--- src/hdl/cls_pkg.sv ---
// ----------------------------------------------------------------------------
// cls_pkg: shared types and codes for the circular list store
// Request codes, result status codes and the per-cell shift command.
// ----------------------------------------------------------------------------
package cls_pkg;

    // request codes on func
    localparam logic [1:0] FUNC_PUSH_HEAD = 2'd0;
    localparam logic [1:0] FUNC_PUSH_TAIL = 2'd1;
    localparam logic [1:0] FUNC_DELETE    = 2'd2;
    localparam logic [1:0] FUNC_READ_ALL  = 2'd3;

    // result status codes
    localparam logic [1:0] STATUS_OK     = 2'd0;
    localparam logic [1:0] STATUS_FULL   = 2'd1;
    localparam logic [1:0] STATUS_EMPTY  = 2'd2;
    localparam logic [1:0] STATUS_BADPOS = 2'd3;

    // width of count and position fields carried to the cells (covers 256)
    localparam int CNT_MAX_W = 9;

    typedef enum logic [2:0] {
        CMD_HOLD,
        CMD_PUSH_HEAD,
        CMD_PUSH_TAIL,
        CMD_DELETE,
        CMD_ROTATE
    } cmd_op_t;

    typedef struct packed {
        cmd_op_t               op;
        logic [CNT_MAX_W-1:0]  occ;   // element count before the move
        logic [CNT_MAX_W-1:0]  pos;   // 1-based delete position
    } cell_ctrl_t;

endpackage

--- src/hdl/cls_cell.sv ---
// ----------------------------------------------------------------------------
// cls_cell: one storage cell of the list chain
// Holds one element and picks its next value from itself, its neighbors,
// the head cell or the incoming value, per the broadcast command.
// ----------------------------------------------------------------------------
module cls_cell #(
    parameter int INDEX      = 0,
    parameter int DATA_WIDTH = 32
) (
    input  logic                    clk,
    input  cls_pkg::cell_ctrl_t     ctrl,
    input  logic [DATA_WIDTH-1:0]   in_value,
    input  logic [DATA_WIDTH-1:0]   left_data,
    input  logic [DATA_WIDTH-1:0]   right_data,
    input  logic [DATA_WIDTH-1:0]   head_data,
    output logic [DATA_WIDTH-1:0]   data
);

    localparam logic [cls_pkg::CNT_MAX_W-1:0] IDX      = cls_pkg::CNT_MAX_W'(INDEX);
    localparam logic [cls_pkg::CNT_MAX_W-1:0] IDX_PLUS = cls_pkg::CNT_MAX_W'(INDEX + 1);

    logic [DATA_WIDTH-1:0] data_reg;
    logic [DATA_WIDTH-1:0] data_next;

    always_comb
    begin
        case (ctrl.op)
            cls_pkg::CMD_PUSH_HEAD:
                data_next = left_data;
            cls_pkg::CMD_PUSH_TAIL:
                data_next = (ctrl.occ == IDX) ? in_value : data_reg;
            cls_pkg::CMD_DELETE:
                data_next = (IDX_PLUS >= ctrl.pos) ? right_data : data_reg;
            cls_pkg::CMD_ROTATE:
                // tail of the live list wraps around to the head
                data_next = (IDX_PLUS == ctrl.occ) ? head_data : right_data;
            default:
                data_next = data_reg;
        endcase
    end

    always_ff @(posedge clk)
    begin
        data_reg <= data_next;
    end

    assign data = data_reg;

endmodule

--- src/hdl/circular_list_store_top.sv ---
// ----------------------------------------------------------------------------
// circular_list_store_top: bounded ordered list held in a chain of cells
// Insert at head or tail, delete by position, read the whole list out.
// ----------------------------------------------------------------------------
// Usage:
//   A request transfer happens on a rising edge with start high and busy low;
//   func, value and position are sampled then.
//   Head insert shifts all cells, tail insert fills one, delete shifts the
//   cells past it; status (last = 1) is on the next cycle with strobe high.
//   Back-to-back inserts and deletes run at one request per cycle.
//   Read out emits one element per cycle, head first, for N elements: the
//   first result comes on the cycle after the request, the last carries
//   last = 1. The chain rotates by one cell per element, so after N
//   elements it is back in order. busy stays high until the last element
//   is out, so no new request is taken before the read is through.
//   Read out of an empty list gives a single status result (empty).
//   Each result is valid for exactly the one cycle strobe is high; the
//   receiver has no way to stall it and must take every transfer.
//   Reset (rst_n low, asynchronous) empties the list and idles the block;
//   cell contents are left as they are and never read before written.
//   length reports the element count after each operation.
// ----------------------------------------------------------------------------
module circular_list_store_top #(
    parameter int DEPTH      = 16,
    parameter int DATA_WIDTH = 32
) (
    input  logic               clk,
    input  logic               rst_n,
    input  logic               start,
    output logic               busy,
    input  logic [1:0]         func,
    input  logic signed [31:0] value,
    input  logic [4:0]         position,
    output logic               strobe,
    output logic signed [31:0] item_value,
    output logic               last,
    output logic [1:0]         status,
    output logic [4:0]         length
);

    localparam int CNT_W = $clog2(DEPTH + 1);
    localparam int CW    = cls_pkg::CNT_MAX_W;

    typedef enum logic {
        S_IDLE,
        S_READ
    } state_t;

    state_t                state_reg,  state_next;
    logic [CNT_W-1:0]      occ_reg,    occ_next;
    logic [CNT_W-1:0]      cnt_reg,    cnt_next;
    logic                  strobe_reg, strobe_next;
    logic                  last_reg,   last_next;
    logic [1:0]            status_reg, status_next;
    logic [4:0]            length_reg, length_next;
    logic signed [31:0]    item_reg,   item_next;

    logic                  accept;
    logic                  full;
    logic                  empty;
    logic                  bad_pos;
    logic [CW-1:0]         occ_ext;
    logic [CW-1:0]         pos_ext;
    logic [DATA_WIDTH-1:0] value_ext;
    cls_pkg::cell_ctrl_t   ctrl;

    logic [DATA_WIDTH-1:0] cell_data [DEPTH];

    assign accept    = start && (state_reg == S_IDLE);
    assign full      = (occ_reg == CNT_W'(DEPTH));
    assign empty     = (occ_reg == '0);
    assign occ_ext   = CW'(occ_reg);
    assign pos_ext   = CW'(position);
    assign bad_pos   = (pos_ext == '0) || (pos_ext > occ_ext);
    // sign-extend or trim the 32-bit input into the cell width
    assign value_ext = DATA_WIDTH'(value);

    // ------------------------------------------------------------------
    // Request decode and result formation
    // ------------------------------------------------------------------
    always_comb
    begin
        state_next  = state_reg;
        occ_next    = occ_reg;
        cnt_next    = cnt_reg;
        strobe_next = 1'b0;
        last_next   = 1'b0;
        status_next = cls_pkg::STATUS_OK;
        item_next   = '0;
        ctrl.op     = cls_pkg::CMD_HOLD;
        ctrl.occ    = occ_ext;
        ctrl.pos    = pos_ext;

        case (state_reg)
            S_IDLE:
            begin
                if (accept)
                begin
                    strobe_next = 1'b1;
                    last_next   = 1'b1;
                    case (func)
                        cls_pkg::FUNC_PUSH_HEAD,
                        cls_pkg::FUNC_PUSH_TAIL:
                        begin
                            if (full)
                                status_next = cls_pkg::STATUS_FULL;
                            else
                            begin
                                ctrl.op  = (func == cls_pkg::FUNC_PUSH_HEAD) ?
                                           cls_pkg::CMD_PUSH_HEAD : cls_pkg::CMD_PUSH_TAIL;
                                occ_next = occ_reg + CNT_W'(1);
                            end
                        end
                        cls_pkg::FUNC_DELETE:
                        begin
                            if (empty)
                                status_next = cls_pkg::STATUS_EMPTY;
                            else if (bad_pos)
                                status_next = cls_pkg::STATUS_BADPOS;
                            else
                            begin
                                ctrl.op  = cls_pkg::CMD_DELETE;
                                occ_next = occ_reg - CNT_W'(1);
                            end
                        end
                        default:
                        begin
                            if (empty)
                                status_next = cls_pkg::STATUS_EMPTY;
                            else
                            begin
                                // first element is taken from the head, chain rotates
                                ctrl.op   = cls_pkg::CMD_ROTATE;
                                item_next = 32'(cell_data[0]);
                                cnt_next  = CNT_W'(1);
                                if (occ_reg != CNT_W'(1))
                                begin
                                    last_next  = 1'b0;
                                    state_next = S_READ;
                                end
                            end
                        end
                    endcase
                end
            end
            S_READ:
            begin
                ctrl.op     = cls_pkg::CMD_ROTATE;
                strobe_next = 1'b1;
                item_next   = 32'(cell_data[0]);
                cnt_next    = cnt_reg + CNT_W'(1);
                if (cnt_next == occ_reg)
                begin
                    last_next  = 1'b1;
                    state_next = S_IDLE;
                end
            end
            default:
                state_next = S_IDLE;
        endcase

        length_next = 5'(occ_next);
    end

    // ------------------------------------------------------------------
    // State and registered result ports
    // ------------------------------------------------------------------
    always_ff @(posedge clk or negedge rst_n)
    begin
        if (!rst_n)
        begin
            state_reg  <= S_IDLE;
            occ_reg    <= '0;
            cnt_reg    <= '0;
            strobe_reg <= 1'b0;
            last_reg   <= 1'b0;
            status_reg <= cls_pkg::STATUS_OK;
            length_reg <= '0;
            item_reg   <= '0;
        end
        else
        begin
            state_reg  <= state_next;
            occ_reg    <= occ_next;
            cnt_reg    <= cnt_next;
            strobe_reg <= strobe_next;
            last_reg   <= last_next;
            status_reg <= status_next;
            length_reg <= length_next;
            item_reg   <= item_next;
        end
    end

    // ------------------------------------------------------------------
    // Cell chain: cell 0 is the head, neighbors hand data every cycle
    // ------------------------------------------------------------------
    for (genvar g = 0; g < DEPTH; g++)
    begin : g_cell
        logic [DATA_WIDTH-1:0] left_d;
        logic [DATA_WIDTH-1:0] right_d;

        if (g == 0)
        begin : g_first
            assign left_d = value_ext;
        end
        else
        begin : g_mid_l
            assign left_d = cell_data[g-1];
        end

        if (g == DEPTH - 1)
        begin : g_last
            assign right_d = cell_data[g];
        end
        else
        begin : g_mid_r
            assign right_d = cell_data[g+1];
        end

        cls_cell #(
            .INDEX      (g),
            .DATA_WIDTH (DATA_WIDTH)
        ) u_cell (
            .clk        (clk),
            .ctrl       (ctrl),
            .in_value   (value_ext),
            .left_data  (left_d),
            .right_data (right_d),
            .head_data  (cell_data[0]),
            .data       (cell_data[g])
        );
    end

    assign busy       = (state_reg == S_READ);
    assign strobe     = strobe_reg;
    assign item_value = item_reg;
    assign last       = last_reg;
    assign status     = status_reg;
    assign length     = length_reg;

`ifndef ASSERT_OFF
    // every accepted request produces a result on the next cycle
    a_accept_result: assert property (@(posedge clk) disable iff (!rst_n)
        (start && !busy) |=> strobe)
        else $error("accepted request without result");

    // a non-ok status always closes the request
    a_status_last: assert property (@(posedge clk) disable iff (!rst_n)
        (strobe && status != cls_pkg::STATUS_OK) |-> last)
        else $error("error status without last");

    // entering read out has just sent a non-final element
    a_read_enter: assert property (@(posedge clk) disable iff (!rst_n)
        $rose(busy) |-> (strobe && !last))
        else $error("read out started without element");

    // count never exceeds the store depth
    a_occ_bound: assert property (@(posedge clk) disable iff (!rst_n)
        occ_reg <= CNT_W'(DEPTH))
        else $error("element count beyond depth");
`endif

endmodule
--- config.mk ---
export PLATFORM = sky130hd
export DESIGN_NAME = circular_list_store_top
export DESIGN_NICKNAME = d
export VERILOG_FILES = /design/src/hdl/cls_pkg.sv /design/src/hdl/cls_cell.sv /design/src/hdl/circular_list_store_top.sv
export SDC_FILE = /design/constraint.sdc
export NUM_CORES = 2
export LEC_CHECK = 0
export BUFFER_PORTS_ARGS = -buffer_cell sky130_fd_sc_hd__clkbuf_2
export CAP_MARGIN = 0
export CORE_UTILIZATION = 30
export CTS_CLUSTER_SIZE = 20
export DETAILED_ROUTE_END_ITERATION = 7
export HOLD_SLACK_MARGIN = 0.08
export PLACE_DENSITY = 0.47
export SLEW_MARGIN = 25
export SYNTH_ARGS = -nofsm -noshare
export SYNTH_HDL_FRONTEND = slang
export SYNTH_HIERARCHICAL = 1
export SYNTH_SLANG_ARGS = --single-unit
export TNS_END_PERCENT = 5
--- constraint.sdc ---
create_clock -name clk -period 13.7 [get_ports clk]
set_input_delay 0.685 -clock clk [delete_from_list [all_inputs] [get_ports clk]]
set_output_delay 0.685 -clock clk [all_outputs]
set_load 0.02 [all_outputs]
==> impl_summary.txt <==
----------------------------------------------------
[STA]
  Setup repair after global routing missed its margin ... false
  Post-route worst hold slack ... 0.134 ns
  Clock period minus final worst setup slack ... 6.12 ns
  Tcrit/Tclk final ... 0.447
  Final-report max-slew violation count ... 0
  Highest clock rate ... 0.163 GHz
  Setup TNS after final layout ... 0 ns
  Headroom to the max-slew limit ... 0.265
  Number of failing setup endpoints in the final timing report ... 0
  Transition at the pin with the smallest max-transition slack ... 1.09 ns
  Worst Skew ... 0.0182 ns
  Count of endpoints failing hold in the final timing report ... 0

[GRT]
  Initial antenna violation count ... 7
  Global-route total usage across every layer ... 0.223
  Grt total ovfl ... 0
  First-pass GRT wire length ... 233000 um
  Number of global-route vias before repair ... 34514
  Largest net degree at the start of global routing ... 157

[Setup path]
  Critical path cell sequence ... inv_1, ha_1, and3_1, o21ai_0, a32oi_1, or3_1, a21oi_4, buf_4, buf_12, nor2b_2, nand2_1, o21ai_0, a31oi_1
  CP required ... 14.06 ns
  Worst R2R Setup Slack ... 7.58 ns
  Cell with the biggest individual delay on the critical path ... sky130_fd_sc_hd__dfrtp_2
  Max stage delay on crit path ... 0.91 ns
  Startpoint type of the worst setup path ... flip-flop
  Cell type with the highest occurrence count on the critical path ... sky130_fd_sc_hd__o21ai_0
  Reg2reg start ... length[4]$_DFFE_PN0P_
  Critical path origin ... length[4]$_DFFE_PN0P_
  Arrival time of data at the critical path endpoint ... 6.48 ns
  Worst flop-to-flop path endpoint ... g_cell[9].u_cell/data[19]$_DFFE_PP_
  Type of the setup path with the least slack ... reg2reg
  Largest driver fanout on the critical path ... 126
  Critical Path End Type ... flip-flop
  End of the critical path ... g_cell[9].u_cell/data[19]$_DFFE_PP_
  R2R cell count ... 13

[Finish]
  Highest-count cells in the layout ignoring fill and taps ... sky130_fd_sc_hd__nor2_1, sky130_fd_sc_hd__nand2_1, sky130_fd_sc_hd__edfxtp_1, sky130_fd_sc_hd__a21oi_1, sky130_fd_sc_hd__a31oi_1
  Filler cell count ... 13578
  Flip-flop count of the largest register after layout ... 512
  Most frequent standard cell in the layout excluding fill and tap cells ... sky130_fd_sc_hd__nor2_1
  Fraction of final layout cells sized beyond drive strength 1 ... 0.109
  Area of all placed cells without fillers ... 44100 um^2
  Layout area overhead ... 10.9%
  Number of nets in the final layout ... 4567
  Core utilization of the finished layout ... 0.335

[Placement]
  Cell area after placement ... 41800 um^2
  Routability congestion estimate from global placement ... 0.841
  Post-DP HPWL ... 104000 um
  Number of buffers inserted by port buffering ... 83

[Logic synthesis]
  Seq/Total Area, Yosys ... 0.416
  Count of state elements after synthesis ... 559
  Post-Syn Area per Cell ... 8.76 um^2
  Leading register cell type out of synthesis ... sky130_fd_sc_hd__edfxtp_1
  Synth top area cells ... sky130_fd_sc_hd__edfxtp_1, sky130_fd_sc_hd__nor2_1, sky130_fd_sc_hd__nand2_1
  Post-synthesis async set-or-reset flop share ... 0.0841
  Cell type with the largest total area after synthesis ... sky130_fd_sc_hd__edfxtp_1
  Synthesis Warnings ... 6
  Synth Cell Area ... 39800 um^2
  Number of distinct library cells after synthesis ... 95
  Yosys top cell area share ... 0.386
  Synthesized instance count ... 4543
  Count of flip-flops with a built-in enable after synthesis ... 512

[Power]
  Relative contribution of sequential cells to total power ... 0.376
  Sw Pwr ... 5.25 mW
  Int Power ... 6.46 mW
  Max IR drop VDD ... 0.122 mV
  Leakage power ... 15.4 nW
  Fraction of power consumed by the clock network ... 0.161
  Switch share ... 0.448
  Power density relative to cell area ... 266 nW/um^2
  Proportion of power drawn by combinational gates ... 0.463
  Overall power of the completed layout ... 11.7 mW

[Run status]
  Outcome ... complete, but fails checks
  Failing checks ... DRC

[Die]
  Die X-Extent ... 366 um
  IO Count ... 84
  Rows ... 133
  Initial core utilization ... 0.303
  Area of the core ... 131000 um^2
  Area of the die ... 134000 um^2
  Die Y ... 366 um

[Route]
  Total number of vias ... 36874
  First-pass iteration count of the detailed router ... 8
  Remaining antenna violation count ... 0
  Post-Route WL ... 155000 um
  Remaining routing DRC violations ... 1
  Ratio of routed vias to standard cells ... 5.83
  Starting DRC count in detailed routing ... 4108
  Avg WL per Cell ... 24.5 um

[CTS]
  Clock tree from TritonCTS ... yes
  Source-to-sink clock delay at the later pin of the worst-skew pair ... 0.65 ns
  Hold buffers post-CTS ... 0
  Count of clock tree sinks ... 559
  Number of buffers inserted during clock tree synthesis ... 72
  Root Driver ... sky130_fd_sc_hd__clkbuf_16
  # H-tree levels ... 3
  Number of cells upsized or downsized after cts ... 0
  Bufs on Longest Clock Path ... 3
  Post-CTS clock slew at the launch and capture registers of the worst setup and hold paths ... 0.05 ns
  Post-CTS Setup Bufs ... 0

[Hold path]
  Hold WC Path Type ... in2async

[Run]
  Number of maximum-capacitance constraint violations ... 0

----------------------------------------------------
==> power by group through the flow <==
stage | clock network (mW) | registers, mW | logic (mW)
finish | 1.88 | 4.40 | 5.42
global route | 1.98 | 4.52 | 5.93
CTS | 1.92 | 4.37 | 5.39
detailed placement | 0 | 4.40 | 5.38
global placement | 0 | 4.39 | 5.28
floorplan | 0 | 4.15 | 3.73
==> synth_stat cells (9+ instances only) <==
cell type,instances
sky130_fd_sc_hd__nor3b_2,11
sky130_fd_sc_hd__o21a_1,36
sky130_fd_sc_hd__edfxtp_1,512
sky130_fd_sc_hd__a211oi_1,35
sky130_fd_sc_hd__nand3b_1,9
sky130_fd_sc_hd__o22ai_1,24
sky130_fd_sc_hd__clkbuf_1,211
sky130_fd_sc_hd__a21oi_1,432
sky130_fd_sc_hd__buf_4,35
sky130_fd_sc_hd__a221o_1,156
sky130_fd_sc_hd__inv_1,74
sky130_fd_sc_hd__buf_1,12
sky130_fd_sc_hd__nor4bb_1,60
sky130_fd_sc_hd__ha_1,10
sky130_fd_sc_hd__nor2b_1,89
sky130_fd_sc_hd__buf_2,111
sky130_fd_sc_hd__o21ai_0,188
sky130_fd_sc_hd__xnor2_1,10
sky130_fd_sc_hd__dfrtp_1,47
sky130_fd_sc_hd__nor4b_1,63
sky130_fd_sc_hd__a31oi_1,281
sky130_fd_sc_hd__or4bb_1,33
sky130_fd_sc_hd__nand3_1,82
sky130_fd_sc_hd__or3b_4,10
sky130_fd_sc_hd__nand2b_1,69
sky130_fd_sc_hd__a31oi_4,10
sky130_fd_sc_hd__nor4_4,15
sky130_fd_sc_hd__or4_1,14
sky130_fd_sc_hd__o221a_1,37
sky130_fd_sc_hd__nor3_1,42
sky130_fd_sc_hd__nor4_1,37
sky130_fd_sc_hd__o221ai_1,33
sky130_fd_sc_hd__mux2i_1,14
sky130_fd_sc_hd__buf_6,66
sky130_fd_sc_hd__and4_1,11
sky130_fd_sc_hd__nor2_1,667
sky130_fd_sc_hd__o21ai_1,106
sky130_fd_sc_hd__a2111oi_0,60
sky130_fd_sc_hd__a211o_1,30
sky130_fd_sc_hd__o221a_2,58
sky130_fd_sc_hd__nand2_1,617
==> critical path, delay by kind of cell (launching register included) <==
| family | cells | cell delay [ns] |
|---|---|---|
| buffers and inverters | 3 | 1.01 |
| AOI/OAI and AO/OA | 5 | 1.04 |
| adders and majority gates | 1 | 0.35 |
| DFF | 1 | 0.91 |
| and+or+nand+nor | 4 | 2.30 |
==> area by class of cell <==
class                   instances  area, um^2  share of cell area
diodes                          6        15.0            0.000340
clock inverters                13        76.3             0.00173
well taps                    1755        2200              0.0498
repair buffers                206        1470              0.0333
inverters                      75         289             0.00655
flip-flops and latches        559       16600               0.375
multi-input cells            3601       21300               0.484
clock buffers                 115        2170              0.0492
==> kinds of logic (layout without fill, tap and decap cells) <==
kind of cell,after synthesis,after routing,synth area share
muxes,14,14,0.00352
buffers and inverters,512,409,0.0677
and+or+nand+nor,1893,1893,0.243
AOI/OAI and AO/OA,1541,1541,0.263
DFF,559,559,0.416
other,1,136,0.0000943
xor gates and xnor gates,13,13,0.00286
adders and majority gates,10,10,0.00315
==> routing by layer <==
layer  share of wire  global-route usage
met5               0                   0
met4           0.026              0.0696
met3           0.067              0.0241
met2            0.45               0.349
met1            0.46               0.321
==> how the worst min path moves through the flow <==
stage	to	slack, ns
2_1_floorplan	busy$_DFF_PN0_	0.39
3_3_place_gp	cnt_reg[4]$_DFFE_PN0P_	0.49
3_5_place_dp	item_value[18]$_DFF_PN0_	0.49
4_1_cts	busy$_DFF_PN0_	0.14
5_1_grt	item_value[23]$_DFF_PN0_	0.19
6_report	item_value[4]$_DFF_PN0_	0.13
==> stage by stage <==
| step | setup slack [ns] | cells |
|---|---|---|
| 3_5_place_dp | 7.62 | 6195 |
| 3_3_place_gp | 7.56 | 6189 |
| 5_1_grt | 7.24 | 6329 |
| 6_report | 7.58 | 6330 |
| 2_1_floorplan | 3.64 | 4672 |
| 4_1_cts | 7.60 | 6323 |
No activity file was read; power rests on OpenSTA's default activity.
